===== src/hw/rtl/rgv_pkg.sv =====
`default_nettype none
// ----------------------------------------------------------------------------
// rgv_pkg: shared types and widths for the rhombus guidance vector block
// Word formats, derived datapath widths and register indexes.
// ----------------------------------------------------------------------------
package rgv_pkg;

  localparam int COORD_WIDTH   = 24;
  localparam int OUT_FRAC_BITS = 14;

  localparam int CENTER_W = 24;
  localparam int RADIUS_W = 23;
  localparam int DIR_W    = 2;
  localparam int GAIN_W   = 16;
  localparam int CFG_W    = 24;
  localparam int IDX_W    = 3;
  localparam int OUT_W    = 16;

  // datapath widths
  localparam int DW   = ((COORD_WIDTH > CENTER_W) ? COORD_WIDTH : CENTER_W) + 1;
  localparam int SUMW = DW + 1;
  localparam int EW   = SUMW + 1;
  localparam int KW   = EW + GAIN_W;
  localparam int VW   = KW + 1;
  localparam int MW   = VW;
  localparam int NW   = 30;
  localparam int SHW  = $clog2(MW - NW + 2);
  localparam int SQW  = 2 * NW + 1;
  localparam int RW   = NW + 1;
  localparam int QW   = OUT_FRAC_BITS + 1;
  localparam int NUMW = NW + OUT_FRAC_BITS + 1;

  typedef enum logic [IDX_W-1:0] {
    REG_CENTER_X  = 3'd0,
    REG_CENTER_Y  = 3'd1,
    REG_RADIUS    = 3'd2,
    REG_DIRECTION = 3'd3,
    REG_GAIN      = 3'd4
  } reg_idx_t;

  typedef struct packed {
    logic signed [COORD_WIDTH-1:0] point_x;
    logic signed [COORD_WIDTH-1:0] point_y;
  } point_t;

  typedef struct packed {
    logic signed [OUT_W-1:0] vector_x;
    logic signed [OUT_W-1:0] vector_y;
  } vector_t;

  // sideband that rides along the square root
  typedef struct packed {
    logic [NW-1:0] a;
    logic [NW-1:0] b;
    logic          neg_x;
    logic          neg_y;
    logic          zero;
  } side_t;

  // active configuration
  typedef struct packed {
    logic signed [CENTER_W-1:0] center_x;
    logic signed [CENTER_W-1:0] center_y;
    logic [RADIUS_W-1:0]        radius;
    logic signed [DIR_W-1:0]    direction;
    logic [GAIN_W-1:0]          gain;
  } cfg_t;

endpackage
`default_nettype wire


===== src/hw/rtl/rgv_div.sv =====
`default_nettype none
// ----------------------------------------------------------------------------
// rgv_div: two-lane pipelined divider and output register
// Rounded quotient a*2^F/norm per component, then sign and saturation, or zero when flagged.
// ----------------------------------------------------------------------------
module rgv_div import rgv_pkg::*; (
  input  wire logic        clk,
  input  wire logic        rst,
  input  wire logic        en,
  input  wire logic        in_valid,
  input  wire logic [RW-1:0] root,
  input  wire side_t       in_side,
  output logic             valid,
  output vector_t          vector
);

  localparam int SATW = ((QW > OUT_W) ? QW : OUT_W) + 1;

  // prep stage
  logic [NUMW-1:0] nx0, ny0;
  logic [RW-1:0]   nrm0;
  logic [2:0]      fl0;
  logic            v0;

  logic [NUMW-1:0] rx_q [QW];
  logic [NUMW-1:0] ry_q [QW];
  logic [QW-1:0]   qx_q [QW];
  logic [QW-1:0]   qy_q [QW];
  logic [RW-1:0]   n_q  [QW];
  logic [2:0]      f_q  [QW];
  logic [QW-1:0]   v_q;

  function automatic logic [OUT_W-1:0] finish(input logic [QW-1:0] q, input logic neg);
    logic [SATW-1:0] qe;
    logic [SATW-1:0] lim;
    qe = SATW'(q);
    lim = neg ? SATW'(32768) : SATW'(32767);
    if (qe > lim) qe = lim;
    if (neg) begin
      finish = OUT_W'(-qe);
    end else begin
      finish = OUT_W'(qe);
    end
  endfunction

  always_ff @(posedge clk) begin
    if (rst) begin
      v0 <= 1'b0;
    end else if (en) begin
      v0 <= in_valid;
    end
  end

  always_ff @(posedge clk) begin
    if (en) begin
      nx0  <= {in_side.a, {OUT_FRAC_BITS{1'b0}}} + NUMW'(root >> 1);
      ny0  <= {in_side.b, {OUT_FRAC_BITS{1'b0}}} + NUMW'(root >> 1);
      nrm0 <= root;
      fl0  <= {in_side.neg_x, in_side.neg_y, in_side.zero};
    end
  end

  for (genvar j = 0; j < QW; j++) begin : g_stage
    logic [NUMW-1:0] rx_in, ry_in;
    logic [QW-1:0]   qx_in, qy_in;
    logic [RW-1:0]   n_in;
    logic [2:0]      f_in;
    logic            v_in;
    logic [NUMW:0]   d;
    logic            gx, gy;

    if (j == 0) begin : g_first
      assign rx_in = nx0;
      assign ry_in = ny0;
      assign qx_in = '0;
      assign qy_in = '0;
      assign n_in  = nrm0;
      assign f_in  = fl0;
      assign v_in  = v0;
    end else begin : g_next
      assign rx_in = rx_q[j-1];
      assign ry_in = ry_q[j-1];
      assign qx_in = qx_q[j-1];
      assign qy_in = qy_q[j-1];
      assign n_in  = n_q[j-1];
      assign f_in  = f_q[j-1];
      assign v_in  = v_q[j-1];
    end

    assign d  = (NUMW+1)'(n_in) << (QW - 1 - j);
    assign gx = {1'b0, rx_in} >= d;
    assign gy = {1'b0, ry_in} >= d;

    always_ff @(posedge clk) begin
      if (rst) begin
        v_q[j] <= 1'b0;
      end else if (en) begin
        v_q[j] <= v_in;
      end
    end

    always_ff @(posedge clk) begin
      if (en) begin
        rx_q[j] <= gx ? NUMW'({1'b0, rx_in} - d) : rx_in;
        ry_q[j] <= gy ? NUMW'({1'b0, ry_in} - d) : ry_in;
        qx_q[j] <= {qx_in[QW-2:0], gx};
        qy_q[j] <= {qy_in[QW-2:0], gy};
        n_q[j]  <= n_in;
        f_q[j]  <= f_in;
      end
    end
  end

  always_ff @(posedge clk) begin
    if (rst) begin
      valid <= 1'b0;
    end else if (en) begin
      valid <= v_q[QW-1];
    end
  end

  always_ff @(posedge clk) begin
    if (en) begin
      if (f_q[QW-1][0]) begin
        vector <= '0;
      end else begin
        vector.vector_x <= finish(qx_q[QW-1], f_q[QW-1][2]);
        vector.vector_y <= finish(qy_q[QW-1], f_q[QW-1][1]);
      end
    end
  end

endmodule
`default_nettype wire


===== config.mk =====
export PLATFORM = sky130hd
export DESIGN_NAME = rgv_div
export DESIGN_NICKNAME = d
export VERILOG_FILES = /design/src/hw/rtl/rgv_pkg.sv /design/src/hw/rtl/rgv_div.sv
export SDC_FILE = /design/constraint.sdc
export NUM_CORES = 2
export LEC_CHECK = 0
export CAP_MARGIN = 30
export CORE_UTILIZATION = 30
export DETAILED_ROUTE_END_ITERATION = 6
export DONT_BUFFER_PORTS = 1
export GPL_ROUTABILITY_DRIVEN = 0
export PLACE_DENSITY = 0.45
export SLEW_MARGIN = 20
export SYNTH_ARGS = -nofsm -noshare
export SYNTH_HDL_FRONTEND = slang
export SYNTH_SLANG_ARGS = --single-unit

===== constraint.sdc =====
create_clock -name clk -period 6.3 [get_ports clk]
set_input_delay 0.315 -clock clk [delete_from_list [all_inputs] [get_ports clk]]
set_output_delay 0.315 -clock clk [all_outputs]
set_load 0.02 [all_outputs]

* Word level (Yosys, flattened, before mapping) *
Memory sizes are Yosys's and may differ from the RTL's.
Index checks and enable logic that the tools add are counted.

word-level totals
  register bits = 173
  RAM bits = 2310
  output and inout bits = 33
  logic and storage cells = 137
  memories = 6

operators by class
  $add $sub $neg = 34
  magnitude comparators = 32
  mux-type cells = 42

memory list
  memory  depth  width  rd ports  clocked after Yosys merged registers in  write ports  line           RTL
  rx_q    15     45     14        0                                        15           rgv_div.sv:25  logic [NUMW-1:0] rx_q [QW];
  ry_q    15     45     14        0                                        15           rgv_div.sv:26  logic [NUMW-1:0] ry_q [QW];
  n_q     15     31     14        0                                        15           rgv_div.sv:29  logic [RW-1:0] n_q [QW];
  qx_q    15     15     15        0                                        15           rgv_div.sv:27  logic [QW-1:0] qx_q [QW];
  qy_q    15     15     15        0                                        15           rgv_div.sv:28  logic [QW-1:0] qy_q [QW];
  f_q     15     3      15        0                                        15           rgv_div.sv:30  logic [2:0] f_q [QW];

operator list
  operator          number
  $mux W45          30
  $mux W16          10
  $add A44 B30 Y45  2
  $ge A45 B31 Y1    2
  $ge A45 B32 Y1    2
  $ge A45 B33 Y1    2
  $ge A45 B34 Y1    2
  $ge A45 B35 Y1    2
  $ge A45 B36 Y1    2
  $ge A45 B37 Y1    2
  $ge A45 B38 Y1    2
  $ge A45 B39 Y1    2
  $ge A45 B40 Y1    2
  $ge A45 B41 Y1    2
  $ge A45 B42 Y1    2
  $ge A45 B43 Y1    2
  $ge A45 B44 Y1    2
  $ge A45 B45 Y1    2
  $sub A45 B31 Y45  2
  $sub A45 B32 Y45  2
  $sub A45 B33 Y45  2
  $sub A45 B34 Y45  2
  $sub A45 B35 Y45  2
  $sub A45 B36 Y45  2
  other kinds (12)  24

* Depth between registers and ports, before layout *
An unclocked memory read counts as a cell.

  depth after elaboration = 8
  depth in mapped cells = 17
  depth with buffers taken out = 17

* Least setup slack after synthesis *
OpenSTA, ideal clock, no wires.

  path kind = reg2reg
  start point = memory f_q[14][2] (netlist: f_q[1][20])
  end point = register vector[30] (netlist name), data pin
  setup time = 0.266 ns
  arrival time = 3.561 ns
  required time = 6.034 ns
  path slack = 2.473 ns
  stages on the path, launching flop included = 16
  clock period less this slack = 3.827 ns
  path through = edfxtp_1 > ha_1 > a21o_1 > a21o_1 > a21oi_1 > o21ai_0 > a32o_1 > o21ai_1 > nor2b_1 > ha_1 > nand2_1 > or3_1 > or3_1 > o41ai_1 > xor2_1 > nor2_1

RTL lines
  what         line           RTL
  from (decl)  rgv_div.sv:30
  to (decl)    rgv_div.sv:14  output vector_t vector

==> results.sh <==
export IMPL_status="finished, final reports clean"
export IMPL_placementRows=232
export IMPL_worst_skew_pair_late_latency_ns=0.95
export IMPL_tritoncts_num_buffers=233
export IMPL_cts_clk_slew_worst_paths_ns=0.06
export IMPL_postSynthAreaPerCell_um2=10.4
export IMPL_setup_worst_path_end_class="register"
export IMPL_grt_pass1_vias=92500
export IMPL_cts_root_buffer="sky130_fd_sc_hd__clkbuf_16"
export IMPL_async_sr_flop_fraction=0
export IMPL_synthTopCellsByArea="sky130_fd_sc_hd__edfxtp_1, sky130_fd_sc_hd__ha_1, sky130_fd_sc_hd__a21oi_1"
export IMPL_cts_setup_buffers=0
export IMPL_combPwrFrac=0.454
export IMPL_drive_above_1_share=0.0593
export IMPL_max_clock_freq_ghz=0.197
export IMPL_internal_power_mw=39.4
export IMPL_design_portCount=131
export IMPL_synth_top_flop_cell="sky130_fd_sc_hd__edfxtp_1"
export IMPL_synth_cell_type_count=95
export IMPL_core_area_um2=399000
export IMPL_finalCriticalPeriod_ns=5.08
export IMPL_clock_tree_from_tritoncts="yes"
export IMPL_die_width_um=635
export IMPL_setup_failing_eps_final=0
export IMPL_worst_pin_slew_ns=1.15
export IMPL_crit_required_ns=6.96
export IMPL_antenna_violating_nets_left=0
export IMPL_synth_seq_area_share=0.476
export IMPL_ir_worst_vdd_v=0.000243
export IMPL_wl_per_cell_um=21.7
export IMPL_category_of_the_critical_setup_timing_path="register to register"
export IMPL_cts_path_max_buffers=4
export IMPL_swShare=0.399
export IMPL_share_clk_of_total_power=0.207
export IMPL_grt_overflow_total=0
export IMPL_vias_per_cell=5.19
export IMPL_syn_inst_count=11600
export IMPL_finalInstanceArea_um2=136000
export IMPL_min_delay_path_class="input pin to register"
export IMPL_placement_io_buffers=0
export IMPL_synth_seq_cells=1914
export IMPL_power_per_unit_of_standard_cell_area_nw_per_um2=481
export IMPL_cellLeakagePower_nw=52.7
export IMPL_post_detailed_routing_wire_length_mm=374
export IMPL_power_switching_mw=26.1
export IMPL_fin_setup_tns_ns=0
export IMPL_antenna_found_initial=7
export IMPL_unrepaired_setup_endpoints_after_global_routing="false"
export IMPL_layout_area_overhead_vs_synth_pct=13.3
export IMPL_worst_slew_margin_rel=0.226
export IMPL_placedCellCount=16700
export IMPL_synthDominantAreaCellType="sky130_fd_sc_hd__edfxtp_1"
export IMPL_startpoint_type="register"
export IMPL_num_vias=89600
export IMPL_worstPathArrival_ns=5.74
export IMPL_netlist_area_leader_share=0.473
export IMPL_hold_viol_final=0
export IMPL_hpwlAfterDp_mm=301
export IMPL_edff_count_synth=1897
export IMPL_timing_final_crit_share=0.806
export IMPL_finalMaxSlewViolations=0
export IMPL_max_cap_violations=0
export IMPL_post_route_drc_count=0
export IMPL_number_of_levels_the_h_tree_was_split_into=4
export IMPL_total_global_route_track_usage=0.179
export IMPL_hold_slack_ns=0.130
export IMPL_drt_iter0_drc=5897
export IMPL_dr_pass1_iters=7
export IMPL_synth_fp_nets=12700
export IMPL_dieArea_um2=404000
export IMPL_grt_pass1_wl_mm=558
export IMPL_worst_path_max_fanout=48
export IMPL_detailed_place_area_um2=127000
export IMPL_nets=12900
export IMPL_die_span_in_y_um=635
export IMPL_sequential_share_of_power=0.339
export IMPL_clkSinkCount=1914
export IMPL_layoutNonFillerInstCount=17300
export IMPL_post_synth_design_cell_area_um2=120000
export IMPL_maximum_number_of_pins_on_one_net_before_global_route_repair=175
export IMPL_initial_standard_cell_utilization_of_the_core=0.301
export IMPL_yosysWarningCount=0
export IMPL_fin_worst_skew_ns=0.0636
export IMPL_power_total_mw=65.6
## repair_timing
item | CTS | global route
hold buffers | 146 | 0
hold endpoints to repair | 200 | 0
resized for setup | 0 | 0
## power groups by stage
stage               Clock [mW]  Sequential (mW)  Combinational, mW
floorplan                    0             20.8               21.3
global placement             0             22.4               28.9
detailed placement           0             22.4               29.3
CTS                       14.0             22.2               29.6
global route              14.4             22.5               32.7
finish                    13.6             22.2               29.8
## cells in the final DEF, fill, tap and decap left out, types with 85 or more instances in the layout
cell,instances
sky130_fd_sc_hd__o21a_1,133
sky130_fd_sc_hd__nand3_1,209
sky130_fd_sc_hd__xnor2_1,551
sky130_fd_sc_hd__dlygate4sd3_1,146
sky130_fd_sc_hd__nand2_1,958
sky130_fd_sc_hd__a21o_1,419
sky130_fd_sc_hd__nor2_1,795
sky130_fd_sc_hd__nand2b_1,157
sky130_fd_sc_hd__and3_1,94
sky130_fd_sc_hd__nand4_1,167
sky130_fd_sc_hd__o21bai_1,119
sky130_fd_sc_hd__a31oi_1,87
sky130_fd_sc_hd__a21oi_1,1070
sky130_fd_sc_hd__buf_4,91
sky130_fd_sc_hd__o31ai_1,85
sky130_fd_sc_hd__inv_1,725
sky130_fd_sc_hd__a211oi_1,92
sky130_fd_sc_hd__mux2_2,142
sky130_fd_sc_hd__o21ai_0,847
sky130_fd_sc_hd__edfxtp_1,1897
sky130_fd_sc_hd__nor4_1,103
sky130_fd_sc_hd__nor3_1,206
sky130_fd_sc_hd__xor2_1,408
sky130_fd_sc_hd__nor2b_1,146
sky130_fd_sc_hd__ha_1,978
sky130_fd_sc_hd__clkbuf_16,236
## final timing paths
path                                   from         endpoint  slack (ns)  cells after the start
worst min register to register  qx_q[3][20]       qx_q[4][6]        0.40                      0
worst min-delay path               in_valid  g_stage[0].v_in        0.13                      3
worst max-delay path             n_q[1][50]     rx_q[1][100]        1.22                     10
worst max register to register   n_q[1][50]     rx_q[1][100]        1.22                     10
## registers in the layout, summed over array words and instances (netlist names), 17 cells and up
signal,count
g_stage.ry_in,31
ry_q,525
n_q,329
rx_q,630
f_q,45
g_stage.rx_in,45
vector,32
qx_q,120
g_stage.n_in,17
qy_q,120
## worst max-delay path, cell delays in order, from the launching register on
cell                       delay (ns)
sky130_fd_sc_hd__edfxtp_1        0.39
sky130_fd_sc_hd__inv_1           0.10
sky130_fd_sc_hd__ha_1            0.37
sky130_fd_sc_hd__nand3_1         0.19
sky130_fd_sc_hd__nor3_1          0.92
sky130_fd_sc_hd__nand4_1         0.67
sky130_fd_sc_hd__nor4_1          0.47
sky130_fd_sc_hd__a211oi_1        0.19
sky130_fd_sc_hd__o21a_1          0.35
sky130_fd_sc_hd__inv_2           0.69
sky130_fd_sc_hd__mux2_2          0.42
## synthesized netlist by cell type (all sizes together), types with 88 or more instances
| library cell | number |
|---|---|
| edfxtp | 1897 |
| a21oi | 1073 |
| ha | 978 |
| nand2 | 958 |
| o21ai | 855 |
| nor2 | 795 |
| inv | 730 |
| xnor2 | 551 |
| a21o | 419 |
| xor2 | 408 |
| clkbuf | 239 |
| nand3 | 209 |
| nor3 | 207 |
| mux2 | 169 |
| nand4 | 167 |
| nand2b | 157 |
| nor2b | 147 |
| o21a | 134 |
| o21bai | 120 |
| nor4 | 114 |
| and3 | 94 |
| a211oi | 93 |
| a31oi | 89 |
| o31ai | 88 |
## stage by stage
| stage | utilization | setup slack [ns] |
|---|---|---|
| after detailed placement | 0.319 | 1.38 |
| after global placement | 0.318 | 1.34 |
| final | 0.341 | 1.22 |
| after CTS | 0.341 | 1.36 |
| after floorplan | - | 2.47 |
| after global routing | 0.341 | 1.14 |
## layer usage
metal  global-route usage  up-vias  part of all wire  wire, um
li1                     -    43500                 -         -
met3               0.0183      894             0.032     12100
met1                0.180    42800              0.36    136000
met4                0.116        2             0.074     27500
met2                0.348     2405              0.53    198000
met5                    0        -          0.000035        13
## logic make-up after synthesis
logic type,after synthesis,share of synthesized area
AOI/OAI and AO/OA,3324,0.171
buffers and inverters,1007,0.0318
adders and majority gates,1008,0.107
xor gates and xnor gates,959,0.0698
muxes,195,0.0180
DFF,1914,0.476
and+or+nand+nor,3163,0.126
## layout make-up
type / instances / area, um^2
repair buffers: 264 / 2590
clock buffers: 274 / 6050
inverters: 731 / 2740
diodes: 3 / 7.51
clock inverters: 152 / 1600
well taps: 5265 / 6590
flip-flops and latches: 1914 / 57300
fillers: 39600 / 263000
multi-input cells: 8649 / 59500
No activity file was read; power rests on OpenSTA's default activity.
